--- src/hw/rtl/hcfa_pkg.sv ---
// Shared types and constants for the formaldehyde sensor frame averager.
// Used by every module of the block; depends on nothing.
`default_nettype none

package hcfa_pkg;

  // Default number of good frames per emitted average
  localparam int unsigned AverageCountDefault = 4;

  localparam int unsigned ByteW  = 8;
  localparam int unsigned WordW  = 16;
  localparam int unsigned AccW   = 18;
  localparam int unsigned StatW  = 3;
  localparam int unsigned PosW   = 4;
  localparam int unsigned CfgIdxW = 8;

  localparam logic [AccW-1:0] AccMax = {AccW{1'b1}};

  // Frame offsets of the byte expected next
  localparam logic [PosW-1:0] PosHunt   = 4'd0;
  localparam logic [PosW-1:0] PosCmd    = 4'd1;
  localparam logic [PosW-1:0] PosUnit   = 4'd2;
  localparam logic [PosW-1:0] PosConcHi = 4'd4;
  localparam logic [PosW-1:0] PosConcLo = 4'd5;
  localparam logic [PosW-1:0] PosFsHi   = 4'd6;
  localparam logic [PosW-1:0] PosFsLo   = 4'd7;

  // Configuration register indexes
  localparam logic [CfgIdxW-1:0] RegHdrPrimary   = 8'd0;
  localparam logic [CfgIdxW-1:0] RegHdrAlternate = 8'd1;
  localparam logic [CfgIdxW-1:0] RegCommandCode  = 8'd2;
  localparam logic [CfgIdxW-1:0] RegUnitCode     = 8'd3;

  // Reset values of the configuration registers
  localparam logic [ByteW-1:0] HdrPrimaryRst   = 8'hFF;
  localparam logic [ByteW-1:0] HdrAlternateRst = 8'hFF;
  localparam logic [ByteW-1:0] CommandCodeRst  = 8'h17;
  localparam logic [ByteW-1:0] UnitCodeRst     = 8'h04;

  typedef enum logic [1:0] {
    FAULT_NONE = 2'd0,
    FAULT_CMD  = 2'd1,
    FAULT_UNIT = 2'd2
  } fault_e;

  typedef enum logic [StatW-1:0] {
    ST_AVERAGE = 3'd0,
    ST_CKSUM   = 3'd1,
    ST_CMD     = 3'd2,
    ST_UNIT    = 3'd3,
    ST_RANGE   = 3'd4
  } status_e;

  typedef struct packed {
    logic [ByteW-1:0] hdr_primary;
    logic [ByteW-1:0] hdr_alternate;
    logic [ByteW-1:0] command_code;
    logic [ByteW-1:0] unit_code;
  } cfg_t;

  // Judgement of one complete frame, handed from parser to averager
  typedef struct packed {
    status_e          status;
    logic [WordW-1:0] conc;
  } verdict_t;

endpackage

`default_nettype wire

--- src/hw/rtl/hcfa_cfg_regs.sv ---
// Configuration register file of the frame averager.
// Depends on hcfa_pkg.
`default_nettype none

module hcfa_cfg_regs
  import hcfa_pkg::*;
(
  input  wire logic               clk_i,
  input  wire logic               rst_ni,
  input  wire logic               cfg_valid_i,
  output logic                    cfg_ready_o,
  input  wire logic [CfgIdxW-1:0] cfg_index_i,
  input  wire logic [ByteW-1:0]   cfg_data_i,
  output cfg_t                    cfg_o
);

  cfg_t cfg_q, cfg_d;
  logic wr;

  assign cfg_ready_o = 1'b1;
  assign wr          = cfg_valid_i;

  // Register decode; unknown indexes are dropped
  always_comb begin
    cfg_d = cfg_q;
    if (wr) begin
      unique case (cfg_index_i)
        RegHdrPrimary:   cfg_d.hdr_primary   = cfg_data_i;
        RegHdrAlternate: cfg_d.hdr_alternate = cfg_data_i;
        RegCommandCode:  cfg_d.command_code  = cfg_data_i;
        RegUnitCode:     cfg_d.unit_code     = cfg_data_i;
        default:         cfg_d = cfg_q;
      endcase
    end
  end

  always_ff @(posedge clk_i or negedge rst_ni) begin
    if (!rst_ni) begin
      cfg_q.hdr_primary   <= HdrPrimaryRst;
      cfg_q.hdr_alternate <= HdrAlternateRst;
      cfg_q.command_code  <= CommandCodeRst;
      cfg_q.unit_code     <= UnitCodeRst;
    end else begin
      cfg_q <= cfg_d;
    end
  end

  assign cfg_o = cfg_q;

endmodule

`default_nettype wire

--- src/hw/rtl/hcfa_parser.sv ---
// Frame parser: header hunt, field capture, checksum and frame judgement.
// Holds one registered verdict word. Depends on hcfa_pkg.
`default_nettype none

module hcfa_parser
  import hcfa_pkg::*;
(
  input  wire logic             clk_i,
  input  wire logic             rst_ni,
  input  wire cfg_t             cfg_i,
  input  wire logic             s_axis_tvalid,
  output logic                  s_axis_tready,
  input  wire logic [ByteW-1:0] s_axis_tdata,   // [7:0] rx_byte
  input  wire logic             adv_i,          // averager takes the verdict
  output logic                  vld_o,
  output verdict_t              verdict_o
);

  logic [PosW-1:0]  pos_q, pos_d;
  logic [ByteW-1:0] cksum_q, cksum_d;
  fault_e           fault_q, fault_d;
  logic [WordW-1:0] conc_q, conc_d;
  logic [WordW-1:0] fs_q, fs_d;
  logic             vld_q, vld_d;
  verdict_t         verdict_q, verdict_d;
  logic             accept;
  logic [ByteW-1:0] b;
  logic [ByteW-1:0] cksum_sum;

  assign s_axis_tready = !vld_q || adv_i;
  assign accept        = s_axis_tvalid && s_axis_tready;
  assign b             = s_axis_tdata;
  assign cksum_sum     = cksum_q + b;

  // Byte sequencing and judgement
  always_comb begin
    pos_d     = pos_q;
    cksum_d   = cksum_q;
    fault_d   = fault_q;
    conc_d    = conc_q;
    fs_d      = fs_q;
    vld_d     = vld_q && !adv_i;
    verdict_d = verdict_q;
    if (accept) begin
      if (pos_q == PosHunt) begin
        if (b == cfg_i.hdr_primary || b == cfg_i.hdr_alternate) begin
          pos_d   = PosCmd;
          cksum_d = '0;
          fault_d = FAULT_NONE;
          conc_d  = '0;
          fs_d    = '0;
        end
      end else if (pos_q <= PosFsLo) begin
        cksum_d = cksum_sum;
        pos_d   = pos_q + PosW'(1);
        case (pos_q)
          PosCmd:    if (b != cfg_i.command_code) fault_d = FAULT_CMD;
          PosUnit:   if (b != cfg_i.unit_code && fault_q == FAULT_NONE) fault_d = FAULT_UNIT;
          PosConcHi: conc_d = {b, ByteW'(0)};
          PosConcLo: conc_d = {conc_q[WordW-1:ByteW], b};
          PosFsHi:   fs_d   = {b, ByteW'(0)};
          PosFsLo:   fs_d   = {fs_q[WordW-1:ByteW], b};
          default:   ;
        endcase
      end else begin
        // Checksum byte: byte sum over offsets one to eight must wrap to zero
        pos_d          = PosHunt;
        vld_d          = 1'b1;
        verdict_d.conc = conc_q;
        if (cksum_sum != '0)             verdict_d.status = ST_CKSUM;
        else if (fault_q == FAULT_CMD)   verdict_d.status = ST_CMD;
        else if (fault_q == FAULT_UNIT)  verdict_d.status = ST_UNIT;
        else if (conc_q > fs_q)          verdict_d.status = ST_RANGE;
        else                             verdict_d.status = ST_AVERAGE;
      end
    end
  end

  always_ff @(posedge clk_i or negedge rst_ni) begin
    if (!rst_ni) begin
      pos_q   <= PosHunt;
      fault_q <= FAULT_NONE;
      vld_q   <= 1'b0;
    end else begin
      pos_q   <= pos_d;
      fault_q <= fault_d;
      vld_q   <= vld_d;
    end
  end

  // Payload, no reset
  always_ff @(posedge clk_i) begin
    cksum_q   <= cksum_d;
    conc_q    <= conc_d;
    fs_q      <= fs_d;
    verdict_q <= verdict_d;
  end

  assign vld_o     = vld_q;
  assign verdict_o = verdict_q;

endmodule

`default_nettype wire

--- src/hw/rtl/hcfa_averager.sv ---
// Averager: saturating sum of good concentrations and the result register.
// Depends on hcfa_pkg.
`default_nettype none

module hcfa_averager
  import hcfa_pkg::*;
#(
  parameter int unsigned AVERAGE_COUNT = AverageCountDefault
) (
  input  wire logic             clk_i,
  input  wire logic             rst_ni,
  input  wire logic             vld_i,
  input  wire verdict_t         verdict_i,
  output logic                  adv_o,
  output logic                  m_axis_tvalid,
  input  wire logic             m_axis_tready,
  output logic [23:0]           m_axis_tdata,   // [17:0] average_fixed, [23:18] zero
  output logic [StatW-1:0]      m_axis_tuser    // [2:0] status
);

  localparam int unsigned CntW = $clog2(AVERAGE_COUNT) + 1;
  localparam logic [CntW-1:0] CntLast = CntW'(AVERAGE_COUNT);

  logic [AccW-1:0] acc_q, acc_d;
  logic [CntW-1:0] cnt_q, cnt_d;
  logic [CntW-1:0] cnt_inc;
  logic [AccW:0]   sum;
  logic [AccW-1:0] sum_sat;
  logic            out_v_q, out_v_d;
  status_e         out_st_q, out_st_d;
  logic [AccW-1:0] out_val_q, out_val_d;
  logic            take;

  assign adv_o   = !out_v_q || m_axis_tready;
  assign take    = vld_i && adv_o;
  assign sum     = {1'b0, acc_q} + (AccW+1)'(verdict_i.conc);
  assign sum_sat = sum[AccW] ? AccMax : sum[AccW-1:0];
  assign cnt_inc = cnt_q + CntW'(1);

  // Accumulate, emit on full count or on any error
  always_comb begin
    acc_d     = acc_q;
    cnt_d     = cnt_q;
    out_v_d   = out_v_q && !m_axis_tready;
    out_st_d  = out_st_q;
    out_val_d = out_val_q;
    if (take) begin
      if (verdict_i.status != ST_AVERAGE) begin
        acc_d     = '0;
        cnt_d     = '0;
        out_v_d   = 1'b1;
        out_st_d  = verdict_i.status;
        out_val_d = '0;
      end else if (cnt_inc >= CntLast) begin
        acc_d     = '0;
        cnt_d     = '0;
        out_v_d   = 1'b1;
        out_st_d  = ST_AVERAGE;
        out_val_d = sum_sat;
      end else begin
        acc_d = sum_sat;
        cnt_d = cnt_inc;
      end
    end
  end

  always_ff @(posedge clk_i or negedge rst_ni) begin
    if (!rst_ni) begin
      acc_q   <= '0;
      cnt_q   <= '0;
      out_v_q <= 1'b0;
    end else begin
      acc_q   <= acc_d;
      cnt_q   <= cnt_d;
      out_v_q <= out_v_d;
    end
  end

  always_ff @(posedge clk_i) begin
    out_st_q  <= out_st_d;
    out_val_q <= out_val_d;
  end

  assign m_axis_tvalid = out_v_q;
  assign m_axis_tuser  = out_st_q;
  assign m_axis_tdata  = {6'd0, out_val_q};

endmodule

`default_nettype wire

--- src/hw/rtl/hcho_sensor_frame_averager_top.sv ---
// Top level of the formaldehyde sensor frame averager.
// Depends on hcfa_pkg, hcfa_cfg_regs, hcfa_parser and hcfa_averager.
//
//   channel   direction  word                   handshake
//   s_axis    in         tdata[7:0] rx_byte     tvalid/tready
//   m_axis    out        tdata[17:0] average,   tvalid/tready
//                        tuser[2:0] status
//   cfg       in         index[7:0], data[7:0]  cfg_valid_i/cfg_ready_o
//
// One byte is accepted per cycle while s_axis_tready is high. A checksum byte loads
// the verdict register; the averager takes it when its result register is free.
// Reset is asynchronous, active low; config registers return to their defaults.
// Output stalls back up through the verdict register to s_axis_tready; bytes
// that give no result flow on while a result waits, until the verdict stage fills.
`default_nettype none

module hcho_sensor_frame_averager_top
  import hcfa_pkg::*;
#(
  parameter int unsigned AVERAGE_COUNT = AverageCountDefault
) (
  input  wire logic               clk_i,
  input  wire logic               rst_ni,
  input  wire logic               s_axis_tvalid,
  output logic                    s_axis_tready,
  input  wire logic [ByteW-1:0]   s_axis_tdata,   // [7:0] rx_byte
  output logic                    m_axis_tvalid,
  input  wire logic               m_axis_tready,
  output logic [23:0]             m_axis_tdata,   // [17:0] average_fixed, [23:18] zero
  output logic [StatW-1:0]        m_axis_tuser,   // [2:0] status
  input  wire logic               cfg_valid_i,
  output logic                    cfg_ready_o,
  input  wire logic [CfgIdxW-1:0] cfg_index_i,
  input  wire logic [ByteW-1:0]   cfg_data_i
);

  cfg_t     cfg;
  logic     vld;
  logic     adv;
  verdict_t verdict;

  hcfa_cfg_regs u_cfg (
    .clk_i,
    .rst_ni,
    .cfg_valid_i,
    .cfg_ready_o,
    .cfg_index_i,
    .cfg_data_i,
    .cfg_o (cfg)
  );

  hcfa_parser u_parser (
    .clk_i,
    .rst_ni,
    .cfg_i     (cfg),
    .s_axis_tvalid,
    .s_axis_tready,
    .s_axis_tdata,
    .adv_i     (adv),
    .vld_o     (vld),
    .verdict_o (verdict)
  );

  hcfa_averager #(
    .AVERAGE_COUNT (AVERAGE_COUNT)
  ) u_avg (
    .clk_i,
    .rst_ni,
    .vld_i     (vld),
    .verdict_i (verdict),
    .adv_o     (adv),
    .m_axis_tvalid,
    .m_axis_tready,
    .m_axis_tdata,
    .m_axis_tuser
  );

  // Error results carry a zero sum
  a_err_zero: assert property (@(posedge clk_i) disable iff (!rst_ni)
    m_axis_tvalid && m_axis_tuser != ST_AVERAGE |-> m_axis_tdata == '0)
    else $error("error result with nonzero sum");

  // A waiting verdict is held while the result register is blocked
  a_verdict_hold: assert property (@(posedge clk_i) disable iff (!rst_ni)
    vld && !adv |=> vld && $stable(verdict))
    else $error("verdict lost under stall");

  // The parser takes no byte while its verdict cannot move on
  a_no_overrun: assert property (@(posedge clk_i) disable iff (!rst_ni)
    vld && m_axis_tvalid && !m_axis_tready |-> !s_axis_tready)
    else $error("byte accepted over a blocked verdict");

endmodule

`default_nettype wire

--- config.mk ---
export PLATFORM = sky130hd
export DESIGN_NAME = hcho_sensor_frame_averager_top
export DESIGN_NICKNAME = d
export VERILOG_FILES = /design/src/hw/rtl/hcfa_pkg.sv /design/src/hw/rtl/hcfa_cfg_regs.sv /design/src/hw/rtl/hcfa_parser.sv /design/src/hw/rtl/hcfa_averager.sv /design/src/hw/rtl/hcho_sensor_frame_averager_top.sv
export SDC_FILE = /design/constraint.sdc
export NUM_CORES = 1
export LEC_CHECK = 0
export ABC_AREA = 0
export BUFFER_PORTS_ARGS = -buffer_cell sky130_fd_sc_hd__buf_2
export CAP_MARGIN = 10
export CORE_UTILIZATION = 49
export DETAILED_ROUTE_END_ITERATION = 10
export PLACE_DENSITY_LB_ADDON = 0.25
export RECOVER_POWER = 100
export SYNTH_ARGS = -nofsm -noshare
export SYNTH_HDL_FRONTEND = slang
export SYNTH_SLANG_ARGS = --single-unit
--- constraint.sdc ---
create_clock -name clk_i -period 5.8 [get_ports clk_i]
set_clock_uncertainty 0.15 [all_clocks]
set_input_delay 0.87 -clock clk_i [delete_from_list [all_inputs] [get_ports clk_i]]
set_output_delay 0.87 -clock clk_i [all_outputs]
set_load 0.01 [all_outputs]
==> implementation parameters <==
Parameter                              Value

Timing
  Max-slew violation count ... 23
  Tightest Pin Transition ... 1.71 ns
  Final number of setup-violating endpoints ... 0
  Setup repair after global routing missed its margin ... no
  Achievable frequency ... 0.282 GHz
  Summed negative setup slack over all endpoints ... 0 ns
  Final worst-path setup slack ... 2.25 ns
  Rel. slew slack ... -14.5%
  Fin crit share ... 61.2%
  Final critical delay including setup and external delays ... 3.55 ns
  Count of endpoints failing hold in the final timing report ... 0

Finish
  Leading cell type in the layout, fill and taps excluded ... sky130_fd_sc_hd__edfxtp_1
  Number of standard cells in the layout, taps in and fillers out ... 904
  # diodes ... 0
  Area overhead of the layout relative to synthesis ... 11.8%
  Most frequent cells in the layout ... sky130_fd_sc_hd__edfxtp_1, sky130_fd_sc_hd__ha_1, sky130_fd_sc_hd__dfrtp_1
  Nets ... 780
  Post-route cell area ... 8470 um2
  Share of cells above drive strength 1 ... 16.9%

Critical path
  Reg-to-reg endpoint ... u_avg.out_val_q[14]$_SDFFCE_PN0P_
  Count of cells along the worst register-to-register path ... 9
  Launch point of the worst reg-to-reg path ... u_parser.verdict_o[0]$_DFFE_PP_
  Critical Path End Type ... flip-flop
  Arr. time, crit path ... 3.55 ns
  CP Launch Point ... u_parser.verdict_o[0]$_DFFE_PP_
  WP data required ... 5.80 ns
  Class of the most critical setup path ... flip-flop to flip-flop
  Worst R2R Setup Slack ... 2.25 ns
  Critical path fanouts, max ... 14
  Startpoint kind of the worst setup timing path ... flip-flop

Detailed routing
  Number of vias per cell after detailed routing ... 5.72
  Total number of vias ... 5,173
  WL per Instance ... 17.8 um
  Total wirelength of the detailed-routed design ... 16,100 um
  Routed Antenna Nets ... 0
  Number of optimization iterations in the first detailed-route pass ... 5
  Number of DRC markers in iteration 0 ... 478
  DRC ... 0

Clocking
  Clock tree buffer depth ... 2
  Number of buffers created by CTS ... 17
  Latest clock arrival within the worst-skew pair ... 0.42 ns
  Root Driver ... sky130_fd_sc_hd__clkbuf_16
  Clock tree from TritonCTS ... done
  CTS H-tree depth ... 4
  Hold_buf cts ... 0
  Number of clock sinks ... 141
  Cells resized by post-CTS repair ... 0
  Clk pin slew, worst setup/hold paths ... 0.06 ns
  Post-CTS setup buffers ... 0

Global route
  Total Routing Usage GR ... 21.5%
  Residual overflow from global routing ... 0
  Vias in the first global route ... 5,244
  Pin count of the biggest net entering global routing ... 62
  Wire length of the first global-routing pass ... 26,500 um
  Number of antenna violations at the first check in global routing ... 0

Floorplan
  Initial Utilization ... 50.0%
  Top-level I/O count ... 59
  Horizontal extent of the die ... 126 um
  Die height ... 126 um
  Total number of placement rows ... 45
  Full die area ... 16,000 um2
  Core box area ... 15,100 um2

Pwr
  Pwr Density ... 422 nW/um2
  Static Leakage ... 3.60 nW
  Maximum vdd ir drop ... 273 uV
  PnR Total Power ... 3.57 mW

Hold path
  Hold/Removal Path Class ... flip-flop to flip-flop
  Worst Min Path Start ... u_parser.verdict_o[18]$_SDFFCE_PP0P_
  Worst hold path stage count ... 0
  WHS Endpoint ... u_avg.m_axis_tuser[2]$_SDFFCE_PP0P_

Logic synthesis
  Share of the yosys chip area belonging to registers ... 52.2%
  Mapped cell area ... 7580 um2
  Count of cell types in the netlist ... 65
  Area fraction of the dominant cell type after synthesis ... 31.7%
  Post-synthesis area per instance ... 11.5 um2
  Count of flip-flops with a built-in enable after synthesis ... 80
  Post-synthesis sequential element count ... 141
  Synth area leader ... sky130_fd_sc_hd__edfxtp_1
  Share of flip-flops with an asynchronous set or reset ... 43.3%
  Prevailing post-synth register cell ... sky130_fd_sc_hd__edfxtp_1
  Synthesized netlist cell count ... 657
  Main area contributors after synthesis ... sky130_fd_sc_hd__edfxtp_1, sky130_fd_sc_hd__dfrtp_1, sky130_fd_sc_hd__ha_1, sky130_fd_sc_hd__dfstp_2, sky130_fd_sc_hd__mux2_2
  Warning count from the yosys run ... 0

Status
  Violated checks ... max-capacitance violations, max-slew violations
  Status ... finished with violations

Placed design
  Number of port buffers ... 51
  Weighted congestion at the end of routability-driven global placement ... 0.926
  Half-perimeter wire length after detailed placement ... 11,800 um
  Total placed cells including tap cells ... 872
  Placed Area ... 7930 um2
  Worst slack at placement ... 2.26 ns

Flow run
  Max-capacitance violation count ... 1
-- metal layers --
metal  vias up  part of all wire (%)  GRT usage [%]
li1       2484                     -              -
met1      2503                    42           25.4
met2       158                    52           38.5
met3        28                   3.7           4.22
met4         0                   2.2           8.72
met5         -                     0              0
-- logic make-up after synthesis --
group / share of synthesized area, %
compound gates: 11.4
xor+xnor: 5.20
fa+ha+maj: 8.12
buf+inv: 4.03
flops: 52.2
mux: 5.04
other cells: 0.0991
simple gates: 13.9
-- area by class of cell --
| class | count | area, um2 |
|---|---|---|
| repair buffers | 54 | 240 |
| inverters | 32 | 120 |
| flip-flops and latches | 141 | 3960 |
| fillers | 1300 | 6680 |
| multi-input cells | 457 | 3300 |
| clock buffers | 21 | 497 |
| clock inverters | 11 | 120 |
| well taps | 188 | 235 |
-- worst max-delay path, cell delays in order (launching register included) --
cell	delay (ns)
sky130_fd_sc_hd__edfxtp_1	0.39
sky130_fd_sc_hd__ha_1	0.23
sky130_fd_sc_hd__fa_1	0.41
sky130_fd_sc_hd__a21o_1	0.21
sky130_fd_sc_hd__a221o_1	0.39
sky130_fd_sc_hd__a22oi_1	0.38
sky130_fd_sc_hd__nor4_2	0.09
sky130_fd_sc_hd__clkbuf_1	0.28
sky130_fd_sc_hd__a2111oi_0	0.69
sky130_fd_sc_hd__nor2_1	0.07
-- report_power, final --
group | internal [mW] | switching (mW) | total (mW)
combinational | 0.398 | 0.639 | 1.04
sequential | 1.32 | 0.105 | 1.43
clock | 0.669 | 0.437 | 1.11
-- Yosys cell counts (all sizes together) (8+ instances only) --
master,instances
and3,23
o21ai,37
xor2,31
inv,32
nand4,9
and2,24
nor3,18
a21o,11
ha,46
xnor2,14
nor2,37
a211oi,10
dfstp,21
clkbuf,15
mux2,33
nand2,39
edfxtp,80
a21oi,25
nor4,8
buf,17
dfrtp,40
-- per-stage QoR --
stage / hold slack [ns] / utilization, %
after global routing: 0.324 / 55.9
after global placement: 0.281 / 52.3
after floorplan: 0.276 / -
after detailed placement: 0.286 / 52.3
after CTS: 0.305 / 56.4
final: 0.305 / 55.9
-- worst max-delay path by stage --
stage	to	slack, ns	cells past startpoint
floorplan	u_parser.conc_q[10]$_SDFFCE_PP0P_	2.66	6
CTS	u_avg.acc_q[12]$_DFFE_PN0P_	2.55	9
global placement	u_parser.conc_q[13]$_SDFFCE_PP0P_	2.40	6
finish	u_avg.out_val_q[14]$_SDFFCE_PN0P_	2.25	9
global route	u_avg.acc_q[12]$_DFFE_PN0P_	2.15	9
detailed placement	u_parser.conc_q[13]$_SDFFCE_PP0P_	2.26	6
-- sequential cells by signal (all words and copies together) (netlist names) --
name and cells:
u_cfg.cfg_o 32, u_avg.acc_q 18, u_parser.verdict_o 19, u_avg.out_val_q 18, u_avg.m_axis_tuser 3, u_parser.conc_q 16, u_parser.pos_q 4, u_parser.cksum_q 8
u_parser.vld_o 1, u_avg.m_axis_tvalid 1, u_avg.cnt_q 3, u_parser.fault_q 2, u_parser.fs_q 16
(Power assumes the default switching activity.)
